`src/rtl/core/lr_pkg.sv`:
```
// ----------------------------------------------------------------------------
// lr_pkg
// Shared types and constants of the line rasterizer: coordinate widths,
// step codes, command kinds and the queue entry between front and back.
// ----------------------------------------------------------------------------
package lr_pkg;

    localparam int COORD_BITS    = 12;
    localparam int COLOUR_BITS   = 32;
    localparam int ERR_BITS      = COORD_BITS + 1;
    localparam int LEFT_BITS     = COORD_BITS + 1;

    // stream data widths, rounded up to whole bytes
    localparam int IN_DATA_BITS  = ((4 * COORD_BITS + COLOUR_BITS + 7) / 8) * 8;
    localparam int OUT_DATA_BITS = ((2 * COORD_BITS + COLOUR_BITS + 7) / 8) * 8;

    localparam int Q_DEPTH       = 4;
    localparam int Q_PTR_BITS    = $clog2(Q_DEPTH);
    localparam int Q_CNT_BITS    = $clog2(Q_DEPTH + 1);

    typedef logic [COORD_BITS-1:0]  t_coord;
    typedef logic [COLOUR_BITS-1:0] t_colour;

    // two's complement step: -1, 0 or +1
    typedef logic [1:0] t_step;
    localparam t_step STEP_ZERO = 2'b00;
    localparam t_step STEP_POS  = 2'b01;
    localparam t_step STEP_NEG  = 2'b11;

    typedef enum logic {
        KIND_TICK  = 1'b0,
        KIND_START = 1'b1
    } t_kind;

    typedef struct packed {
        t_kind   kind;
        t_coord  start_x;
        t_coord  start_y;
        t_coord  major_len;
        t_coord  minor_len;
        t_step   diag_sx;
        t_step   diag_sy;
        t_step   str_sx;
        t_step   str_sy;
        t_colour colour;
    } t_cmd;

    function automatic t_coord step_ext(input t_step s);
        return {{(COORD_BITS-2){s[1]}}, s};
    endfunction

endpackage

```
`src/rtl/core/lr_front.sv`:
```
// ----------------------------------------------------------------------------
// lr_front
// Input side: classifies each item as start or tick and, for a start, works
// out axis lengths, major/minor choice and step directions.
// ----------------------------------------------------------------------------
module lr_front
    import lr_pkg::*;
(
    input  logic                    i_rst_n,
    input  logic                    i_s_axis_tvalid,
    output logic                    o_s_axis_tready,
    input  logic [IN_DATA_BITS-1:0] i_s_axis_tdata,
    input  logic                    i_s_axis_tuser,
    input  logic                    i_q_full,
    output logic                    o_q_push,
    output t_cmd                    o_q_cmd
);

    t_coord x0, y0, x1, y1;
    t_coord w, h;
    t_step  sx, sy;
    logic   x_major;

    assign x0 = i_s_axis_tdata[COORD_BITS-1:0];
    assign y0 = i_s_axis_tdata[2*COORD_BITS-1:COORD_BITS];
    assign x1 = i_s_axis_tdata[3*COORD_BITS-1:2*COORD_BITS];
    assign y1 = i_s_axis_tdata[4*COORD_BITS-1:3*COORD_BITS];

    always_comb begin
        priority if (x1 > x0) begin
            sx = STEP_POS;
            w  = x1 - x0;
        end else if (x1 < x0) begin
            sx = STEP_NEG;
            w  = x0 - x1;
        end else begin
            sx = STEP_ZERO;
            w  = '0;
        end
        priority if (y1 > y0) begin
            sy = STEP_POS;
            h  = y1 - y0;
        end else if (y1 < y0) begin
            sy = STEP_NEG;
            h  = y0 - y1;
        end else begin
            sy = STEP_ZERO;
            h  = '0;
        end
    end

    // equal lengths take y as major
    assign x_major = (w > h);

    always_comb begin
        o_q_cmd.kind      = t_kind'(i_s_axis_tuser);
        o_q_cmd.start_x   = x0;
        o_q_cmd.start_y   = y0;
        o_q_cmd.major_len = x_major ? w : h;
        o_q_cmd.minor_len = x_major ? h : w;
        o_q_cmd.diag_sx   = sx;
        o_q_cmd.diag_sy   = sy;
        o_q_cmd.str_sx    = x_major ? sx : STEP_ZERO;
        o_q_cmd.str_sy    = x_major ? STEP_ZERO : sy;
        o_q_cmd.colour    = i_s_axis_tdata[4*COORD_BITS+COLOUR_BITS-1:4*COORD_BITS];
    end

    assign o_s_axis_tready = i_rst_n && !i_q_full;
    assign o_q_push        = i_s_axis_tvalid && o_s_axis_tready;

endmodule

```
`src/rtl/core/lr_fifo.sv`:
```
// ----------------------------------------------------------------------------
// lr_fifo
// Short command queue between front and back, so either side can stall
// without holding up the other.
// ----------------------------------------------------------------------------
module lr_fifo
    import lr_pkg::*;
(
    input  logic i_clk,
    input  logic i_rst_n,
    input  logic i_push,
    input  t_cmd i_cmd,
    output logic o_full,
    input  logic i_pop,
    output logic o_empty,
    output t_cmd o_cmd
);

    t_cmd                  r_mem [Q_DEPTH];
    logic [Q_PTR_BITS-1:0] r_wr_ptr, n_wr_ptr;
    logic [Q_PTR_BITS-1:0] r_rd_ptr, n_rd_ptr;
    logic [Q_CNT_BITS-1:0] r_count, n_count;

    assign o_full  = (r_count == Q_CNT_BITS'(Q_DEPTH));
    assign o_empty = (r_count == '0);
    assign o_cmd   = r_mem[r_rd_ptr];

    always_comb begin
        n_wr_ptr = i_push ? r_wr_ptr + 1'b1 : r_wr_ptr;
        n_rd_ptr = i_pop  ? r_rd_ptr + 1'b1 : r_rd_ptr;
        n_count  = r_count;
        unique case ({i_push, i_pop})
            2'b10:   n_count = r_count + 1'b1;
            2'b01:   n_count = r_count - 1'b1;
            default: n_count = r_count;
        endcase
    end

    always_ff @(posedge i_clk) begin
        if (!i_rst_n) begin
            r_wr_ptr <= '0;
            r_rd_ptr <= '0;
            r_count  <= '0;
        end else begin
            r_wr_ptr <= n_wr_ptr;
            r_rd_ptr <= n_rd_ptr;
            r_count  <= n_count;
        end
    end

    always_ff @(posedge i_clk) begin
        if (i_push) begin
            r_mem[r_wr_ptr] <= i_cmd;
        end
    end

endmodule

```
`src/rtl/core/lr_back.sv`:
```
// ----------------------------------------------------------------------------
// lr_back
// Line stepper: loads a new line on a start command and, on each tick while a
// line is active, emits the cursor pixel into the output register and takes one step.
// ----------------------------------------------------------------------------
module lr_back
    import lr_pkg::*;
(
    input  logic                     i_clk,
    input  logic                     i_rst_n,
    input  logic                     i_q_empty,
    input  t_cmd                     i_q_cmd,
    output logic                     o_q_pop,
    output logic                     o_m_axis_tvalid,
    input  logic                     i_m_axis_tready,
    output logic [OUT_DATA_BITS-1:0] o_m_axis_tdata,
    output logic                     o_m_axis_tlast
);

    logic                 r_active, n_active;
    t_coord               r_cur_x, n_cur_x;
    t_coord               r_cur_y, n_cur_y;
    logic [ERR_BITS-1:0]  r_err, n_err;
    t_coord               r_major, r_minor;
    t_step                r_dsx, r_dsy, r_ssx, r_ssy;
    logic [LEFT_BITS-1:0] r_left, n_left;
    t_colour              r_colour;

    logic                 r_out_valid, n_out_valid;
    t_coord               r_out_x, r_out_y;
    t_colour              r_out_colour;
    logic                 r_out_last;

    logic                 out_free;
    logic                 do_start, do_pixel;
    logic                 is_last;
    logic [ERR_BITS-1:0]  err_sum;
    logic                 take_diag;

    assign out_free = !r_out_valid || i_m_axis_tready;
    assign o_q_pop  = !i_q_empty && out_free;
    assign do_start = o_q_pop && (i_q_cmd.kind == KIND_START);
    assign do_pixel = o_q_pop && (i_q_cmd.kind == KIND_TICK) && r_active;
    assign is_last  = (r_left <= LEFT_BITS'(1));

    assign err_sum   = r_err + {1'b0, r_minor};
    assign take_diag = (err_sum >= {1'b0, r_major});

    always_comb begin
        n_active = r_active;
        n_cur_x  = r_cur_x;
        n_cur_y  = r_cur_y;
        n_err    = r_err;
        n_left   = r_left;
        if (do_start) begin
            n_active = 1'b1;
            n_cur_x  = i_q_cmd.start_x;
            n_cur_y  = i_q_cmd.start_y;
            n_err    = {1'b0, i_q_cmd.major_len >> 1};
            n_left   = {1'b0, i_q_cmd.major_len} + LEFT_BITS'(1);
        end else if (do_pixel) begin
            if (take_diag) begin
                n_err   = err_sum - {1'b0, r_major};
                n_cur_x = r_cur_x + step_ext(r_dsx);
                n_cur_y = r_cur_y + step_ext(r_dsy);
            end else begin
                n_err   = err_sum;
                n_cur_x = r_cur_x + step_ext(r_ssx);
                n_cur_y = r_cur_y + step_ext(r_ssy);
            end
            if (is_last) begin
                n_left   = '0;
                n_active = 1'b0;
            end else begin
                n_left   = r_left - 1'b1;
            end
        end
    end

    always_comb begin
        n_out_valid = r_out_valid;
        if (do_pixel) begin
            n_out_valid = 1'b1;
        end else if (i_m_axis_tready) begin
            n_out_valid = 1'b0;
        end
    end

    always_ff @(posedge i_clk) begin
        if (!i_rst_n) begin
            r_active    <= 1'b0;
            r_out_valid <= 1'b0;
        end else begin
            r_active    <= n_active;
            r_out_valid <= n_out_valid;
        end
    end

    always_ff @(posedge i_clk) begin
        r_cur_x <= n_cur_x;
        r_cur_y <= n_cur_y;
        r_err   <= n_err;
        r_left  <= n_left;
        if (do_start) begin
            r_major  <= i_q_cmd.major_len;
            r_minor  <= i_q_cmd.minor_len;
            r_dsx    <= i_q_cmd.diag_sx;
            r_dsy    <= i_q_cmd.diag_sy;
            r_ssx    <= i_q_cmd.str_sx;
            r_ssy    <= i_q_cmd.str_sy;
            r_colour <= i_q_cmd.colour;
        end
        if (do_pixel) begin
            r_out_x      <= r_cur_x;
            r_out_y      <= r_cur_y;
            r_out_colour <= r_colour;
            r_out_last   <= is_last;
        end
    end

    assign o_m_axis_tvalid = r_out_valid;
    assign o_m_axis_tdata  = OUT_DATA_BITS'({r_out_colour, r_out_y, r_out_x});
    assign o_m_axis_tlast  = r_out_last;

endmodule

```
`src/rtl/core/line_rasterizer_unit.sv`:
```
// ----------------------------------------------------------------------------
// line_rasterizer_unit
// Bresenham line rasterizer for all octants: a start item loads a line, each tick
// item up to the line's end gives the next pixel with its colour, the end pixel flagged.
// ----------------------------------------------------------------------------
//  channel | dir | tdata (low bit up)                          | side band
//  --------+-----+---------------------------------------------+------------------
//  s_axis  | in  | start_x, start_y, end_x, end_y, line_colour | tuser: opcode
//  m_axis  | out | pixel_x, pixel_y, pixel_colour              | tlast: last_pixel
//
//  one item per cycle in while the queue has room, one pixel per cycle out while
//  tready is high; a tick's pixel passes the queue, then the stepper output register
//  the four-entry command queue lets input keep flowing while output stalls
//  reset clears the queue, the line active flag and the output register
// ----------------------------------------------------------------------------
module line_rasterizer_unit
    import lr_pkg::*;
(
    input  logic                     i_clk,
    input  logic                     i_rst_n,
    input  logic                     i_s_axis_tvalid,
    output logic                     o_s_axis_tready,
    // start_x, start_y, end_x, end_y, line_colour, zero pad
    input  logic [IN_DATA_BITS-1:0]  i_s_axis_tdata,
    // opcode: 0 tick, 1 start
    input  logic                     i_s_axis_tuser,
    output logic                     o_m_axis_tvalid,
    input  logic                     i_m_axis_tready,
    // pixel_x, pixel_y, pixel_colour, zero pad
    output logic [OUT_DATA_BITS-1:0] o_m_axis_tdata,
    // last_pixel
    output logic                     o_m_axis_tlast
);

    logic q_push, q_pop, q_full, q_empty;
    t_cmd q_wr_cmd, q_rd_cmd;

    lr_front u_front (
        .i_rst_n         (i_rst_n),
        .i_s_axis_tvalid (i_s_axis_tvalid),
        .o_s_axis_tready (o_s_axis_tready),
        .i_s_axis_tdata  (i_s_axis_tdata),
        .i_s_axis_tuser  (i_s_axis_tuser),
        .i_q_full        (q_full),
        .o_q_push        (q_push),
        .o_q_cmd         (q_wr_cmd)
    );

    lr_fifo u_fifo (
        .i_clk   (i_clk),
        .i_rst_n (i_rst_n),
        .i_push  (q_push),
        .i_cmd   (q_wr_cmd),
        .o_full  (q_full),
        .i_pop   (q_pop),
        .o_empty (q_empty),
        .o_cmd   (q_rd_cmd)
    );

    lr_back u_back (
        .i_clk           (i_clk),
        .i_rst_n         (i_rst_n),
        .i_q_empty       (q_empty),
        .i_q_cmd         (q_rd_cmd),
        .o_q_pop         (q_pop),
        .o_m_axis_tvalid (o_m_axis_tvalid),
        .i_m_axis_tready (i_m_axis_tready),
        .o_m_axis_tdata  (o_m_axis_tdata),
        .o_m_axis_tlast  (o_m_axis_tlast)
    );

endmodule

```
`config.mk`:
```
export PLATFORM = sky130hd
export DESIGN_NAME = line_rasterizer_unit
export DESIGN_NICKNAME = d
export VERILOG_FILES = /design/src/rtl/core/lr_pkg.sv /design/src/rtl/core/lr_front.sv /design/src/rtl/core/lr_fifo.sv /design/src/rtl/core/lr_back.sv /design/src/rtl/core/line_rasterizer_unit.sv
export SDC_FILE = /design/constraint.sdc
export NUM_CORES = 1
export LEC_CHECK = 0
export ABC_AREA = 1
export ABC_CLOCK_PERIOD_IN_PS = 5400
export BUFFER_PORTS_ARGS = -buffer_cell sky130_fd_sc_hd__buf_2
export CAP_MARGIN = 20
export CELL_PAD_IN_SITES_DETAIL_PLACEMENT = 1
export CELL_PAD_IN_SITES_GLOBAL_PLACEMENT = 2
export CORE_MARGIN = 1
export CORE_UTILIZATION = 37
export DETAILED_ROUTE_END_ITERATION = 12
export PLACE_DENSITY = 0.73
export SLEW_MARGIN = 20
export SYNTH_ARGS = -nofsm -noshare
export SYNTH_HDL_FRONTEND = slang
export SYNTH_SLANG_ARGS = --single-unit
```
`constraint.sdc`:
```
create_clock -name i_clk -period 5.4 [get_ports i_clk]
set_clock_uncertainty 0.05 [all_clocks]
set_input_delay 0.27 -clock i_clk [delete_from_list [all_inputs] [get_ports i_clk]]
set_output_delay 0.27 -clock i_clk [all_outputs]
set_load 0.02 [all_outputs]
```
==> results.toml, run 1 <==
[run_status]
outcome = "finished, final reports clean"

[cts]
cts_tree = "built"
cts.sinks = 538
cts-buffers-inserted = 59
clock_latency_ns = 0.64
cts_setup_buffers = 0
cts_max_level = 2
clockRootBuffer = "clkbuf_16"
path_clk_slew_ns = 0.06
clockBufferDepth = 3

[floorplan]
dieHeight_microns = 264
io_pins = 144
core.rowCount = 95
die_area_sq_um = 69800
die_w_microns = 264
coreArea_sq_um = 67600
initial_core_util_pct = 37.6

[sta]
slew_viol_final = 0
clock.fmax_ghz = 0.203
tightest_slew_ns = 0.974
fin_ws_ns = 0.463
period_share_pct = 91.4
hold_viol_final = 0
finalSetupTns_ns = 0
period_needed_ns = 4.94
finalSetupViolCount = 0
slew-limit-headroom_pct = 35.1

[critical_path]
cp-start-kind = "flip-flop"
path_delay_family = "adder cells"
slowest_stage = "fa_2"
endpoint_kind = "flip-flop"
crit_type = "reg -> reg"
critPathMaxStageDelay_ns = 0.41
crit_required_ns = 5.71
crit_arrival_ns = 5.25
critPathBufInv = 6
crit_fanout = 7

[synth]
synth.distinct_cells = 54
synth_top_cells_by_area = "edfxtp_1, ha_1, nand2_1"
syn_nets = 2482
yosys_register_bits = 538
synth_common_cells = "edfxtp_1, nand2_1, nor2_1, o21ai_0, inv_1"
yosysTopAreaCellShare_pct = 62.0
yosys.area.top_type = "edfxtp_1"
synth_area_sq_um = 25400
synthFlopType = "edfxtp_1"
async_flop_share_pct = 0
synthMuxAreaShare_pct = 0
synth-compound-area-share_pct = 10.9
synthXorXnorAreaFrac_pct = 2.58
yosysMostFrequentCell = "edfxtp_1"
yosys.area_share.simple_pct = 12.4
syn_inst = 2274
ys_warn_count = 0
synth_edf_count = 525
ys_seq_area_share_pct = 63.0
syn_avg_cell_area_sq_um = 11.2
synthAdderAreaFrac_pct = 6.32
synth_top_family_by_area = "simple AND/OR/NAND/NOR gates"

[detailed_routing]
viasPerCell = 5.20
antenna_left = 0
wl_microns = 71900
firstDrtPassIters = 5
wl_per_cell_microns = 21.2
drc = 0
num_vias = 17600
drt-initial-drc-count = 911

[global_route]
grt_pass1_vias = 18500
grtUsageTotal_pct = 20.7
grt_max_degree = 134
antenna_found_initial = 5
gr-total-overflow = 0
grt_first_pass_wirelength_microns = 110000

[place]
place_ws_ns = 0.121
port_buffers = 143
gp_congestion = 0.841
hpwl_microns = 48700
place_area_sq_um = 27100

[job]
drv_cap = 0

[final_layout]
multi_input_area_sq_um = 8270
drive_gt1_share_pct = 12.6
ff_latch_area_sq_um = 16000
area_growth_pct = 16.4
fin_area_sq_um = 29600
fill_cells = 7317
final_nets = 2680

[worst_hold_path]
hold_class = "in -> reg"
==> worst paths after layout <==
| kind | start | end | slack (ns) | cells after the start |
|---|---|---|---|---|
| hold / removal | i_s_axis_tvalid | u_fifo.r_wr_ptr[0] | 0.28 | 3 |
| setup reg to reg | u_back.r_minor[0] | u_back.r_cur_x[8] | 0.46 | 31 |
| hold reg to reg | u_back.r_colour[16] | u_back.r_out_colour[16] | 0.36 | 0 |
| setup / recovery | u_back.r_minor[0] | u_back.r_cur_x[8] | 0.46 | 31 |
==> what timing repair did <==
item / 4_1_cts / 5_1_grt
hold buffers: 60 / 0
endpoints found under the hold margin: 239 / 0
gates resized for setup: 0 / 14
endpoints found under the setup margin: 0 / 14
==> cells by family after synthesis <==
family          after synthesis
compound gates              493
xor+xnor                     75
fa+ha+maj                   123
buf+inv                     290
flops                       538
simple gates                755
==> metrics by stage <==
| stage | hold WS, ns | utilization [%] | instances |
|---|---|---|---|
| 2_1_floorplan | 0.319 | - | 2274 |
| 3_3_place_gp | 0.350 | 40.1 | 3222 |
| 3_5_place_dp | 0.355 | 40.1 | 3224 |
| 4_1_cts | 0.259 | 43.7 | 3388 |
| 5_1_grt | 0.299 | 43.8 | 3388 |
| 6_report | 0.280 | 43.8 | 3390 |
==> cell type report <==
type / count / share of cell area [%]
Clock inverter: 32 / 0.993
Tap cell: 873 / 3.69
Sequential cell: 538 / 54.1
Clock buffer: 72 / 5.15
Timing Repair Buffer: 229 / 5.56
Antenna cell: 2 / 0.0169
Inverter: 198 / 2.54
Multi-Input combinational cell: 1446 / 27.9
==> per-layer routing <==
metal  up-vias  track usage [%]  part of all wire (%)
met5         -                0                     0
met4         0             5.86                   2.1
li1       8391                -                     -
met3        90             1.99                   3.3
met1      8850             29.1                    48
met2       297             34.0                    47
==> placed cells by master (no fill, tap or decap), types with 5 or more instances in the layout <==
master,n
nand2_2,10
ha_1,113
o21ai_0,246
nand2_1,341
buf_12,9
a21oi_1,97
xor2_1,47
o21ai_2,9
xnor2_1,27
nand4_1,18
clkbuf_1,13
dfxtp_1,11
inv_1,186
edfxtp_1,525
nand3_1,89
clkbuf_16,59
nor2_1,248
nor2_2,5
clkinv_1,14
o21bai_1,7
dlygate4sd3_1,60
o21ai_1,7
clkinv_2,8
a21o_1,7
or2_2,8
inv_2,9
a31oi_1,11
fa_1,8
buf_4,15
buf_2,143
nor3_1,16
o22ai_1,79
==> sequential cells by signal, summed over array words and instances, names as in the netlist, named ones only <==
name,count
u_back.r_dsy,2
u_fifo.r_count,3
u_back.r_active,1
u_back.r_ssy,2
u_back.r_ssx,2
u_back.r_dsx,2
u_back.r_cur_y,12
u_back.r_minor,12
u_back.r_out_x,12
u_fifo.r_mem,356
u_back.r_out_colour,32
u_fifo.r_rd_ptr,2
u_fifo.r_wr_ptr,2
u_back.o_m_axis_tvalid,1
u_back.r_err,13
u_back.r_left,13
u_back.r_out_y,12
u_back.o_m_axis_tlast,1
u_back.r_major,12
u_back.r_cur_x,12
u_back.r_colour,32
==> worst min-delay path, delay by kind of cell <==
kind            cells  cell delay (ns)
compound gates      1             0.25
simple gates        1             0.32
buf+inv             1             0.08
Power of run 1 is not shown: default switching activity piles up to over one toggle a cycle in this logic, so the estimate is an artifact.
==> run 2: changes to the inputs <==
Settings changed: CELL_PAD_IN_SITES_DETAIL_PLACEMENT 1 to 2, SETUP_SLACK_MARGIN set to 0.1, SKIP_LAST_GASP set to 1.
==> run 2 against run 1 <==
Against the previous run: core utilization rose by 0.48 points; global-route usage rose by 3.9 points; register-to-register slack got worse by 0.07 ns; first-iteration DRC count is 20% higher; via count grew 3.7%; worst hold slack better by 0.0058 ns; maximum frequency fell by 1.4%.
==> results.toml, run 2 (synthesized netlist as in run 1, its figures left out) <==
[cts]
cts-buffers-inserted = 59
clock_latency_ns = 0.64
clockRootBuffer = "clkbuf_16"
clockBufferDepth = 3
cts_max_level = 2
cts_tree = "built"
cts.sinks = 538
path_clk_slew_ns = 0.06

[floorplan]
io_pins = 144
core.rowCount = 95
coreArea_sq_um = 67600
die_area_sq_um = 69800
die_w_microns = 264
dieHeight_microns = 264
initial_core_util_pct = 37.6

[sta]
clock.fmax_ghz = 0.200
hold_slack_ns = 0.286
rsz0062_at_grt = "false"
tightest_slew_ns = 0.967
finalSetupViolCount = 0
slew_viol_final = 0
slew-limit-headroom_pct = 34.9
period_needed_ns = 5.01
hold_viol_final = 0
period_share_pct = 92.7
finalSetupTns_ns = 0

[critical_path]
endpoint_kind = "flip-flop"
crit_type = "reg -> reg"
crit_required_ns = 5.72
critPathMaxStageDelay_ns = 0.38
critPathMostFrequentCell = "nand2_1"
crit_arrival_ns = 5.33
crit_fanout = 7
slowest_stage = "fa_2"
cp-start-kind = "flip-flop"

[final_layout]
largest_register = "u_fifo.r_mem"
num_antenna_cells = 0
reg_top3 = "u_fifo.r_mem: 356 flops, u_back.r_colour: 32 flops, u_back.r_out_colour: 32 flops"
fin_area_sq_um = 29900
area_growth_pct = 17.7
largest_reg_flops = 356
drive_gt1_share_pct = 13.7
layout.cells.non_filler = 3399
final_common_cell = "edfxtp_1"
final_nets = 2685
most-common-layout-cells = "edfxtp_1, nand2_1, nor2_1"

[global_route]
gr-total-overflow = 0
grt_pass1_vias = 20500
grt_first_pass_wirelength_microns = 129000
grt_max_degree = 134
grtUsageTotal_pct = 24.6
antenna_found_initial = 4

[detailed_routing]
viasPerCell = 5.38
wl_per_cell_microns = 25.2
num_vias = 18300
drt-initial-drc-count = 1090
drc = 0
antenna_left = 0
wl_microns = 85700
firstDrtPassIters = 5

[run_status]
outcome = "finished, final reports clean"

[place]
place_area_sq_um = 27100
hpwl_microns = 58000
port_buffers = 143
placed_cells = 3224
gp_congestion = 0.841

[job]
drv_cap = 0

[worst_hold_path]
hold_class = "in -> reg"
run 2: metal layers:
layer	vias up	wire, microns	global-route usage [%]
met5	-	0	0
met4	0	1390	5.44
met3	88	2620	2.32
met2	344	44100	44.3
met1	9435	37600	31.8
li1	8407	-	-
run 2: layout make-up:
cell class | instances | area (sq um)
flip-flops and latches | 538 | 16000
repair buffers | 234 | 1690
inverters | 198 | 753
clock inverters | 42 | 551
fillers | 6922 | 37700
multi-input cells | 1446 | 8320
clock buffers | 68 | 1510
well taps | 873 | 1090
run 2: worst max-delay path, delay by kind of cell, from the launching register on:
kind                       cells  cell delay, ns
adders and majority gates      5            1.43
and+or+nand+nor               13            1.35
AOI/OAI and AO/OA              5            0.70
buffers and inverters          6            0.54
DFF                            1            0.37
xor gates and xnor gates       2            0.31
run 2: metrics by stage:
step | utilization (%) | setup WS [ns]
after floorplan | - | -0.0988
after CTS | 44.1 | 0.136
after global placement | 40.1 | 0.267
after global routing | 44.3 | 0.0862
final | 44.3 | 0.392
after detailed placement | 40.1 | -0.0820
run 2: final timing paths:
check	startpoint	to	slack, ns	cells after the start
min reg2reg	u_back.r_colour[10]	u_back.r_out_colour[10]	0.38	0
max	u_back.r_minor[0]	u_back.r_cur_x[8]	0.39	31
max reg2reg	u_back.r_minor[0]	u_back.r_cur_x[8]	0.39	31
min	i_s_axis_tvalid	u_fifo.r_wr_ptr[1]	0.29	3
run 2: repair_timing:
item / CTS / global route
endpoints found under the setup margin: 7 / 14
resized for setup: 6 / 23
hold buffers: 60 / 0
buffers inserted: 0 / 5
pin swaps: 0 / 9
hold endpoints to repair: 239 / 0
Power of run 2 is left out for the same reason.
==> run 3: changes to the inputs <==
Settings changed: CORE_UTILIZATION 37 to 39, CTS_BUF_LIST set to sky130_fd_sc_hd__clkbuf_4 sky130_fd_sc_hd__clkbuf_8, PLACE_DENSITY 0.73 to 0.77.
==> run 3 against run 2 <==
Against the previous run: sequential share of layout area rose by 0.23 points; core utilization rose by 2.0 points; die area fell by 5.1%; final cell count rose by 1.6%; via count rose by 4.6%; cell area fell by 0.43%; maximum frequency fell by 4.8%; highest routed layer is now met5.
==> results.toml, run 3 (synthesized netlist as in run 1, its figures left out) <==
[run_status]
outcome = "finished, final reports clean"

[sta]
hold_slack_ns = 0.251
period_needed_ns = 5.26
slew-limit-headroom_pct = 30.6
hold_viol_final = 0
finalSetupViolCount = 0
finalSetupTns_ns = 0
fin_ws_ns = 0.139
clock.fmax_ghz = 0.190
period_share_pct = 97.4
slew_viol_final = 0
rsz0062_at_grt = "true"
tightest_slew_ns = 1.04

[detailed_routing]
firstDrtPassIters = 5
wl_per_cell_microns = 26.4
antenna_left = 0
drt-initial-drc-count = 1264
wl_microns = 91400
viasPerCell = 5.54
num_vias = 19100
drc = 0

[critical_path]
crit_type = "reg -> reg"
crit_required_ns = 5.80
crit_arrival_ns = 5.66
r2r_cells = 27
rr_startpoint = "u_back.r_err[2]"
cp-start-kind = "flip-flop"
endpoint_kind = "flip-flop"
rrSetupSlack_ns = 0.14
crit_fanout = 5
timing.rr.end = "u_back.r_cur_y[11]"

[floorplan]
core.rowCount = 93
die_area_sq_um = 66200
dieHeight_microns = 257
coreArea_sq_um = 64500
io_pins = 144
die_w_microns = 257
initial_core_util_pct = 39.5

[place]
place_ws_ns = -0.287
hpwl_microns = 59100
gp_congestion = 0.832
port_buffers = 143

[cts]
clock_latency_ns = 0.71
cts_max_level = 3
cts_tree = "built"
clockRootBuffer = "clkbuf_8"
cts.sinks = 538
clockBufferDepth = 3
cts-buffers-inserted = 95
path_clk_slew_ns = 0.07

[global_route]
grt_first_pass_wirelength_microns = 136000
grt_use_met3_pct = 4.35
use_met2_pct = 48.9
grtUsageTotal_pct = 27.4
grt_pass1_vias = 21400
grt_use_met1_pct = 33.8
antenna_found_initial = 4
grt.busiest_layer = "met2"
gr-total-overflow = 0
grt_max_degree = 92

[final_layout]
largest_reg_flops = 356
fill_cells = 6596
most-common-layout-cells = "edfxtp_1, nand2_1, nor2_1"
drive_gt1_share_pct = 16.8
largest_register = "u_fifo.r_mem"
final_nets = 2730
utilization_pct = 46.3
reg_top3 = "u_fifo.r_mem: 356 flops, u_back.r_colour: 32 flops, u_back.r_out_colour: 32 flops"
area_growth_pct = 17.2
final_common_cell = "edfxtp_1"

[worst_hold_path]
hp-start = "i_s_axis_tvalid"
min_to = "u_fifo.r_wr_ptr[0]"
hold_path_depth = 3
hold_class = "in -> reg"

[job]
drv_cap = 0
==> run 3: cell types whose count changed in the layout (fill, tap and decap cells not counted), sizes merged <==
cell / previous run / this run
clkbuf: 68 / 129
nand2: 354 / 355
clkinvlp: 2 / 3
dlygate4sd3: 60 / 59
bufinv: 12 / 2
buf: 174 / 183
clkinv: 27 / 35
diode: 0 / 2
inv: 199 / 201
==> run 3: how the worst max path moves through the flow <==
stage | from | cells after the start | slack [ns] | to
after floorplan | u_fifo.r_count[1] | 4 | -0.1 | u_fifo.r_mem[0][0]
after global placement | u_back.r_minor[0] | 28 | 0.33 | u_back.r_cur_x[9]
after detailed placement | u_back.r_err[0] | 26 | -0.29 | u_back.r_cur_y[8]
after CTS | u_back.r_err[2] | 27 | 0.12 | u_back.r_cur_y[11]
after global routing | u_back.r_err[2] | 26 | -0.14 | u_back.r_cur_x[7]
final | u_back.r_err[2] | 27 | 0.14 | u_back.r_cur_y[11]
==> run 3: final cells by class <==
type	instances	area, sq um	share of cell area [%]
clock inverters	43	275	0.923
clock buffers	129	1570	5.26
flip-flops and latches	538	16000	53.8
diodes	2	5.00	0.0168
repair buffers	242	1680	5.64
well taps	855	1070	3.59
multi-input cells	1447	8430	28.3
inverters	198	756	2.53
==> run 3: worst max-delay path, stage by stage (launching register included) <==
cell      delay, ns
edfxtp_1       0.44
ha_1           0.39
a21oi_1        0.24
nand2_1        0.23
a211oi_2       0.31
nor2_1         0.12
xor2_2         0.27
ha_4           0.27
nand2_1        0.08
inv_1          0.05
nand2_1        0.06
nand2_1        0.07
nand2_1        0.09
nand3_2        0.11
nand2_2        0.12
buf_4          0.15
nand4_1        0.11
buf_4          0.19
nand2_2        0.18
ha_2           0.36
inv_1          0.12
o21ai_1        0.10
a21boi_0       0.19
nand3_1        0.15
xnor2_2        0.20
nand3_1        0.13
nand3_1        0.13
nand2_1        0.07
==> run 3: timing repair <==
action	4_1_cts	5_1_grt
setup buffers	6	9
cloned	1	0
gates resized for setup	13	43
hold endpoints to repair	239	0
pin swaps	3	14
hold buffers	59	0
endpoints found under the setup margin	15	35
==> run 3: through the flow <==
stage          instances  cell area (sq um)
2_1_floorplan       2274              25400
3_3_place_gp        3204              27000
3_5_place_dp        3205              27100
4_1_cts             3443              29600
5_1_grt             3454              29800
6_report            3454              29800
==> run 3: routing by layer <==
metal	routed length, microns	share of wire, %
met4	2280	2.5
met3	3920	4.3
met5	13	0.014
met2	47100	52
met1	38000	42
Power of run 3 is left out for the same reason.
